==> config.mk <==
export PLATFORM = sky130hd
export DESIGN_NAME = http_reply_header_tokenizer
export DESIGN_NICKNAME = d
export VERILOG_FILES = /design/src/sv/hrt_pkg.sv /design/src/sv/hrt_step.sv /design/src/sv/http_reply_header_tokenizer.sv
export SDC_FILE = /design/constraint.sdc
export NUM_CORES = 1
export LEC_CHECK = 0
export BUFFER_PORTS_ARGS = -buffer_cell sky130_fd_sc_hd__buf_2
export CAP_MARGIN = 25
export CORE_AREA = 2 2 99 101
export CTS_BUF_LIST = sky130_fd_sc_hd__clkbuf_2
export DETAILED_ROUTE_END_ITERATION = 10
export DIE_AREA = 0 0 101 103
export PLACE_DENSITY = 0.78
export SETUP_SLACK_MARGIN = 0.15
export SKIP_CTS_REPAIR_TIMING = 1
export SYNTH_ARGS = -nofsm -noshare
export SYNTH_HDL_FRONTEND = slang
export SYNTH_SLANG_ARGS = --single-unit
==> constraint.sdc <==
create_clock -name clk -period 11.33 [get_ports clk]
set_input_delay 3.399 -clock clk [delete_from_list [all_inputs] [get_ports clk]]
set_output_delay 3.399 -clock clk [all_outputs]
set_load 0.01 [all_outputs]
==> src/sv/hrt_pkg.sv <==
// ----------------------------------------------------------------------------
// hrt_pkg
// Types and constants shared by the reply header tokenizer modules.
// ----------------------------------------------------------------------------
`default_nettype none

package hrt_pkg;

  // parser phases, one-hot coded
  typedef enum logic [10:0] {
    PH_VER0   = 11'b000_0000_0001,
    PH_VER    = 11'b000_0000_0010,
    PH_CODE0  = 11'b000_0000_0100,
    PH_CODE   = 11'b000_0000_1000,
    PH_LINE   = 11'b000_0001_0000,
    PH_NAME0  = 11'b000_0010_0000,
    PH_NAME   = 11'b000_0100_0000,
    PH_VALUE0 = 11'b000_1000_0000,
    PH_VALUE  = 11'b001_0000_0000,
    PH_AFTCR  = 11'b010_0000_0000,
    PH_DONE   = 11'b100_0000_0000
  } phase_t;

  // event kinds reported per byte
  typedef enum logic [2:0] {
    EV_SKIP   = 3'd0,
    EV_NSTART = 3'd1,
    EV_NBYTE  = 3'd2,
    EV_VSTART = 3'd3,
    EV_VBYTE  = 3'd4,
    EV_PAIR   = 3'd5,
    EV_END    = 3'd6
  } ev_kind_t;

  // characters of interest
  localparam logic [7:0] CH_TAB   = 8'h09;
  localparam logic [7:0] CH_LF    = 8'h0A;
  localparam logic [7:0] CH_CR    = 8'h0D;
  localparam logic [7:0] CH_SPACE = 8'h20;
  localparam logic [7:0] CH_ZERO  = 8'h30;
  localparam logic [7:0] CH_NINE  = 8'h39;
  localparam logic [7:0] CH_COLON = 8'h3A;

  localparam logic [15:0] CODE_MAX = 16'hFFFF;

  // one tagged result
  typedef struct packed {
    ev_kind_t    event_kind;
    logic [7:0]  byte_out;
    logic        value_empty;
    logic [15:0] status_code;
    logic        header_done;
  } hrt_result_t;

endpackage

`default_nettype wire

==> src/sv/hrt_step.sv <==
// ----------------------------------------------------------------------------
// hrt_step
// Next-state and result logic of the tokenizer for one byte.
// ----------------------------------------------------------------------------
`default_nettype none

module hrt_step import hrt_pkg::*; (
  input  wire phase_t      phase,
  input  wire logic [15:0] code,
  input  wire logic [7:0]  data_byte,
  input  wire logic        new_reply,
  output phase_t           phase_nxt,
  output logic [15:0]      code_nxt,
  output hrt_result_t      result
);

  phase_t      phase_cur;
  ev_kind_t    kind;
  logic        empty;
  logic        is_ws;
  logic        is_dig;
  logic        is_lf;
  logic [3:0]  dig_val;
  logic [19:0] code_mac;

  // character classes
  assign is_ws   = (data_byte == CH_SPACE) ||
                   ((data_byte >= CH_TAB) && (data_byte <= CH_CR));
  assign is_dig  = (data_byte >= CH_ZERO) && (data_byte <= CH_NINE);
  assign is_lf   = (data_byte == CH_LF);
  assign dig_val = data_byte[3:0];

  // code * 10 + digit, by shift and add
  assign code_mac = ({4'b0, code} << 3) + ({4'b0, code} << 1) + {16'b0, dig_val};

  // phase transitions
  always_comb begin
    phase_cur = new_reply ? PH_VER0 : phase;
    phase_nxt = phase_cur;
    code_nxt  = code;
    kind      = EV_SKIP;
    empty     = 1'b0;
    unique case (phase_cur)
      PH_VER0: begin
        if (!is_ws) phase_nxt = PH_VER;
      end
      PH_VER: begin
        if (is_ws) phase_nxt = PH_CODE0;
      end
      PH_CODE0: begin
        if (is_dig) begin
          code_nxt  = {12'b0, dig_val};
          phase_nxt = PH_CODE;
        end
      end
      PH_CODE: begin
        if (is_dig) begin
          code_nxt = (|code_mac[19:16]) ? CODE_MAX : code_mac[15:0];
        end else begin
          phase_nxt = PH_LINE;
        end
      end
      PH_LINE: begin
        if (is_lf) phase_nxt = PH_NAME0;
      end
      PH_NAME0: begin
        if (is_lf) begin
          kind      = EV_END;
          phase_nxt = PH_DONE;
        end else if (!is_ws) begin
          kind      = EV_NSTART;
          phase_nxt = PH_NAME;
        end
      end
      PH_NAME: begin
        if (data_byte == CH_COLON) begin
          phase_nxt = PH_VALUE0;
        end else begin
          kind = EV_NBYTE;
        end
      end
      PH_VALUE0: begin
        if (is_lf) begin
          kind      = EV_PAIR;
          empty     = 1'b1;
          phase_nxt = PH_NAME0;
        end else if (!is_ws) begin
          kind      = EV_VSTART;
          phase_nxt = PH_VALUE;
        end
      end
      PH_VALUE: begin
        if (is_lf) begin
          kind      = EV_PAIR;
          phase_nxt = PH_NAME0;
        end else if (data_byte == CH_CR) begin
          kind      = EV_PAIR;
          phase_nxt = PH_AFTCR;
        end else begin
          kind = EV_VBYTE;
        end
      end
      PH_AFTCR: begin
        if (is_lf) phase_nxt = PH_NAME0;
      end
      default: ;
    endcase
  end

  // tagged result
  always_comb begin
    result.event_kind  = kind;
    result.byte_out    = ((kind == EV_NSTART) || (kind == EV_NBYTE) ||
                          (kind == EV_VSTART) || (kind == EV_VBYTE)) ? data_byte : 8'h00;
    result.value_empty = empty;
    result.status_code = code_nxt;
    result.header_done = (phase_nxt == PH_DONE);
  end

endmodule

`default_nettype wire

==> src/sv/http_reply_header_tokenizer.sv <==
// ----------------------------------------------------------------------------
// http_reply_header_tokenizer
// Byte-wide tokenizer for the status line and header block of an HTTP reply.
// ----------------------------------------------------------------------------
// Usage:
//   Bytes enter on the in_ channel (in_valid/in_ready); in_new_reply set with
//   a byte restarts the parser at the version word before that byte is used.
//   Every accepted byte yields exactly one tagged transaction on the out_
//   channel: event kind, the byte for name/value kinds, the empty-value flag
//   with a completed pair, the status code so far and the header-end flag.
//   The result of an accepted byte is registered, into the skid register when
//   the receiver stalls. Throughput is one byte per cycle while in_ready is high.
//   The result register is backed by a one-entry skid register, so a byte is
//   still taken in the cycle the receiver first stalls; in_ready drops only
//   while both hold a result. At reset both are emptied, the parser returns
//   to the version leading-whitespace phase and the status code to zero.
// ----------------------------------------------------------------------------
`default_nettype none

module http_reply_header_tokenizer import hrt_pkg::*; (
  input  wire logic        clk,
  input  wire logic        rst_n,
  input  wire logic        in_valid,
  output logic             in_ready,
  input  wire logic [7:0]  in_data_byte,
  input  wire logic        in_new_reply,
  output logic             out_valid,
  input  wire logic        out_ready,
  output logic [2:0]       out_event_kind,
  output logic [7:0]       out_byte_out,
  output logic             out_value_empty,
  output logic [15:0]      out_status_code,
  output logic             out_header_done
);

  phase_t      phase_r;
  phase_t      phase_nxt;
  logic [15:0] code_r;
  logic [15:0] code_nxt;
  hrt_result_t step_res;
  hrt_result_t out_r;
  hrt_result_t skid_r;
  logic        out_valid_r;
  logic        skid_valid_r;
  logic        in_fire;
  logic        out_fire;

  assign in_ready = !skid_valid_r;
  assign in_fire  = in_valid && in_ready;
  assign out_fire = out_valid_r && out_ready;

  // per-byte parser logic
  hrt_step u_step (
    .phase     (phase_r),
    .code      (code_r),
    .data_byte (in_data_byte),
    .new_reply (in_new_reply),
    .phase_nxt (phase_nxt),
    .code_nxt  (code_nxt),
    .result    (step_res)
  );

  // parser state
  always_ff @(posedge clk) begin
    if (!rst_n) begin
      phase_r <= PH_VER0;
      code_r  <= 16'h0000;
    end else if (in_fire) begin
      phase_r <= phase_nxt;
      code_r  <= code_nxt;
    end
  end

  // result register and skid register control
  always_ff @(posedge clk) begin
    if (!rst_n) begin
      out_valid_r  <= 1'b0;
      skid_valid_r <= 1'b0;
    end else if (skid_valid_r) begin
      if (out_fire) begin
        skid_valid_r <= 1'b0;
      end
    end else if (in_fire) begin
      if (out_valid_r && !out_ready) begin
        skid_valid_r <= 1'b1;
      end else begin
        out_valid_r <= 1'b1;
      end
    end else if (out_fire) begin
      out_valid_r <= 1'b0;
    end
  end

  // result payloads
  always_ff @(posedge clk) begin
    if (skid_valid_r) begin
      if (out_fire) begin
        out_r <= skid_r;
      end
    end else if (in_fire) begin
      if (out_valid_r && !out_ready) begin
        skid_r <= step_res;
      end else begin
        out_r <= step_res;
      end
    end
  end

  // output ports
  assign out_valid       = out_valid_r;
  assign out_event_kind  = out_r.event_kind;
  assign out_byte_out    = out_r.byte_out;
  assign out_value_empty = out_r.value_empty;
  assign out_status_code = out_r.status_code;
  assign out_header_done = out_r.header_done;

  // skid register only fills behind a held result
  a_skid_behind_out: assert property (@(posedge clk) disable iff (!rst_n)
    skid_valid_r |-> out_valid_r)
    else $error("skid register valid while result register empty");

  // empty-value flag only with a completed pair
  a_empty_with_pair: assert property (@(posedge clk) disable iff (!rst_n)
    (out_valid_r && out_r.value_empty) |-> (out_r.event_kind == EV_PAIR))
    else $error("value_empty set on a non-pair transaction");

  // header end always reports the done flag
  a_end_sets_done: assert property (@(posedge clk) disable iff (!rst_n)
    (out_valid_r && (out_r.event_kind == EV_END)) |-> out_r.header_done)
    else $error("header end without header_done");

  // byte field cleared for kinds that carry no byte
  a_byte_cleared: assert property (@(posedge clk) disable iff (!rst_n)
    (out_valid_r && ((out_r.event_kind == EV_SKIP) || (out_r.event_kind == EV_PAIR) ||
                     (out_r.event_kind == EV_END))) |-> (out_r.byte_out == 8'h00))
    else $error("byte_out not cleared");

  // parser state moves only on an accepted byte
  a_state_holds: assert property (@(posedge clk) disable iff (!rst_n)
    $past(rst_n) && !$past(in_fire) |-> ($stable(phase_r) && $stable(code_r)))
    else $error("parser state changed without an input transaction");

endmodule

`default_nettype wire

==> results.tsv <==
metric	value	unit
status	finished clean	
fillcell total	779	
distinct cell type count after synthesis	69	
final cycle utilization of the critical path	0.5799	
crit path kind	in2reg	
CP Capture Type	flip-flop	
P_sw	0.1788	mW
clock network power share	0.292	
Slew @ Worst Pin	1.097	ns
Pwr Density	109.3	nW/µm²
fraction of registers with async set or reset after synthesis	0	
Initial DRT Pass Iterations	5	
DRT Wirelength	14080	µm
sequential share of power	0.568	
post-DP HPWL	10010	µm
average routed wire per standard cell	19.45	µm
CTS Buf Count	9	
number of remaining DRC errors	0	
Clock transition at path regs	0.25	ns
startpoint types	input port	
Die H	103	µm
syn avg cell area	9.484	µm²
root buf cell	clkbuf_2	
Die W	101	µm
placed cell area	5727	µm²
Max-Cap Viols	0	
Iter 0 DRT Violations	499	
Synth Register Bits	87	
Buffers on Ports	43	
largest net degree at the start of global routing	37	
clock skew	0.02200	ns
worst-skew pair later-pin latency	0.57	ns
CTS Sinks	87	
vias in the first global route	4393	
sw frac	0.2788	
number of flops mapped to enable cells by yosys	58	
core region area	9459	µm²
sequential area share after synthesis	0.4251	
main flop type after synthesis	edfxtp_1	
Layout Nets	650	
Layout area overhead	7.490	%
Yosys warnings	0	
P_int	0.4627	mW
post-route setup TNS	0	ns
Final ANT Viol Nets	0	
worst hold path class	reg2reg	
Setup-failing EPs final	0	
GR Overflow Total	0	
relative slew slack	0.2672	
layout cell share with drive strength beyond 1	0.1560	
Overall Global Routing Usage	0.2785	
design area	5872	µm²
syn_nets	622	
row count	36	
register area	2322	µm²
commonest non-fill, non-tap cell in the layout	nand2_1	
Max clock buf depth	2	
Leak	2.301	nW
CP Data Required Time	11.67	ns
gpl congestion	0.9605	
TritonCTS clock tree	yes	
via/cell ratio	6.662	
crit path time final	6.571	ns
Mapped Cells	576	
Via Count	4823	
Mapped Area	5463	µm²
Peak VDD IR	0.06661	mV
initial antenna violation count	1	
Fmax	152.2	MHz
Data arrival, critical path	6.91	ns
Logic pwr share	0.141	
footprint of the multi-input gates	2953	µm²
Final Hold Viols	0	
unrepaired setup endpoints after global routing	false	
most frequent cells in the layout	70 x nand2_1, 58 x o21ai_0, 58 x edfxtp_1	
critical path peak fanout	13	
initial core utilization	0.5775	
H-Tree Depth	3	
Slew Limit Fails	0	
first-pass GRT wire length	22490	µm
die footprint	10400	µm²
Top-Level Pins	44	
[area by class of cell]
class / count / area share
Inverter: 15 / 0.009589
Antenna cell: 1 / 0.0004262
Tap cell: 114 / 0.02429
Multi-Input combinational cell: 443 / 0.5029
Clock buffer: 10 / 0.008523
Timing Repair Buffer: 48 / 0.04304
Sequential cell: 87 / 0.3955
Clock inverter: 6 / 0.01577
[cells in the mapped netlist (4+ instances only)]
master | n | area share
dfxtp_1 | 29 | 0.11
and2_1 | 4 | 0.0046
o22ai_1 | 5 | 0.0057
xor2_1 | 7 | 0.011
nand4_1 | 7 | 0.0080
or3_1 | 4 | 0.0046
nand3_1 | 15 | 0.014
a21boi_0 | 6 | 0.0082
mux2_2 | 14 | 0.029
and3_1 | 4 | 0.0046
inv_1 | 14 | 0.0096
a221o_1 | 4 | 0.0073
a31oi_1 | 7 | 0.0080
nor2b_1 | 25 | 0.029
o31ai_1 | 6 | 0.0082
o221ai_1 | 12 | 0.019
edfxtp_1 | 58 | 0.32
ha_1 | 31 | 0.071
nand2b_1 | 6 | 0.0069
clkbuf_1 | 25 | 0.017
nand2_1 | 70 | 0.048
or4_1 | 4 | 0.0055
nor3_1 | 11 | 0.010
xnor2_1 | 8 | 0.013
nor2_1 | 36 | 0.025
a211oi_1 | 6 | 0.0082
o21ai_0 | 58 | 0.053
a21oi_1 | 30 | 0.027
nor4_1 | 6 | 0.0069
[per-layer routing]
layer | share of wire | GRT usage | wire [µm] | vias to the layer above
met2 | 0.45 | 0.4349 | 6309 | 249
li1 | - | - | - | 2244
met1 | 0.43 | 0.3960 | 6121 | 2306
met3 | 0.10 | 0.05424 | 1459 | 24
met5 | 0 | 0 | 0 | -
met4 | 0.013 | 0.08108 | 189 | 0
[critical path: stages]
cell,delay [ns]
buf_2,0.16
fa_1,0.43
ha_1,0.35
nor2b_1,0.16
o31a_1,0.26
o21ai_0,0.38
a31o_2,0.24
o21ai_0,0.07
a2111oi_0,0.44
buf_4,0.21
nand2_1,0.32
nor2_1,0.32
o221ai_1,0.17
[path summary, 6_finish.rpt]
| kind | startpoint | to | slack, ns | depth (start not counted) |
|---|---|---|---|---|
| max | in_data_byte[3] | out_status_code[6] | 4.76 | 13 |
| min | code_r[15] | code_r[15] | 0.54 | 2 |
| max reg2reg | code_r[0] | out_status_code[6] | 7.24 | 11 |
| min reg2reg | code_r[15] | code_r[15] | 0.54 | 2 |
[through the flow]
step	util	cells	setup WS, ns	total power [mW]	hold WS (ns)
after global routing	0.6205	723	4.553	0.6659	0.5801
after floorplan	-	576	4.418	0.4299	0.4665
after CTS	0.6205	723	4.818	0.6426	0.5409
final	0.6208	724	4.759	0.6415	0.5442
after detailed placement	0.6054	707	4.177	0.4599	0.5142
after global placement	0.6054	707	4.321	0.4569	0.4998
[power groups by stage]
stage,registers [mW],clock network [mW],logic (mW)
2_1_floorplan,0.370,0,0.0597
3_3_place_gp,0.370,0,0.0867
3_5_place_dp,0.371,0,0.0892
4_1_cts,0.364,0.189,0.0895
5_1_grt,0.366,0.200,0.100
6_report,0.364,0.187,0.0904
[state kept, by name (all words and copies together) (netlist names)]
signal	count
code_r	16
out_byte_out	8
out_event_kind	3
out_header_done	1
out_status_code	16
out_valid	1
out_value_empty	1
phase_r	11
skid_r	29
skid_valid_r	1
[cell families after synthesis]
| family | count (synthesis) | share of synthesized area |
|---|---|---|
| and+or+nand+nor | 210 | 0.1977 |
| AOI/OAI and AO/OA | 170 | 0.2091 |
| DFF | 87 | 0.4251 |
| buffers and inverters | 46 | 0.03504 |
| adders and majority gates | 33 | 0.07833 |
| xor gates and xnor gates | 15 | 0.02405 |
| muxes | 15 | 0.03069 |
No activity file was read; power rests on OpenSTA's default activity.
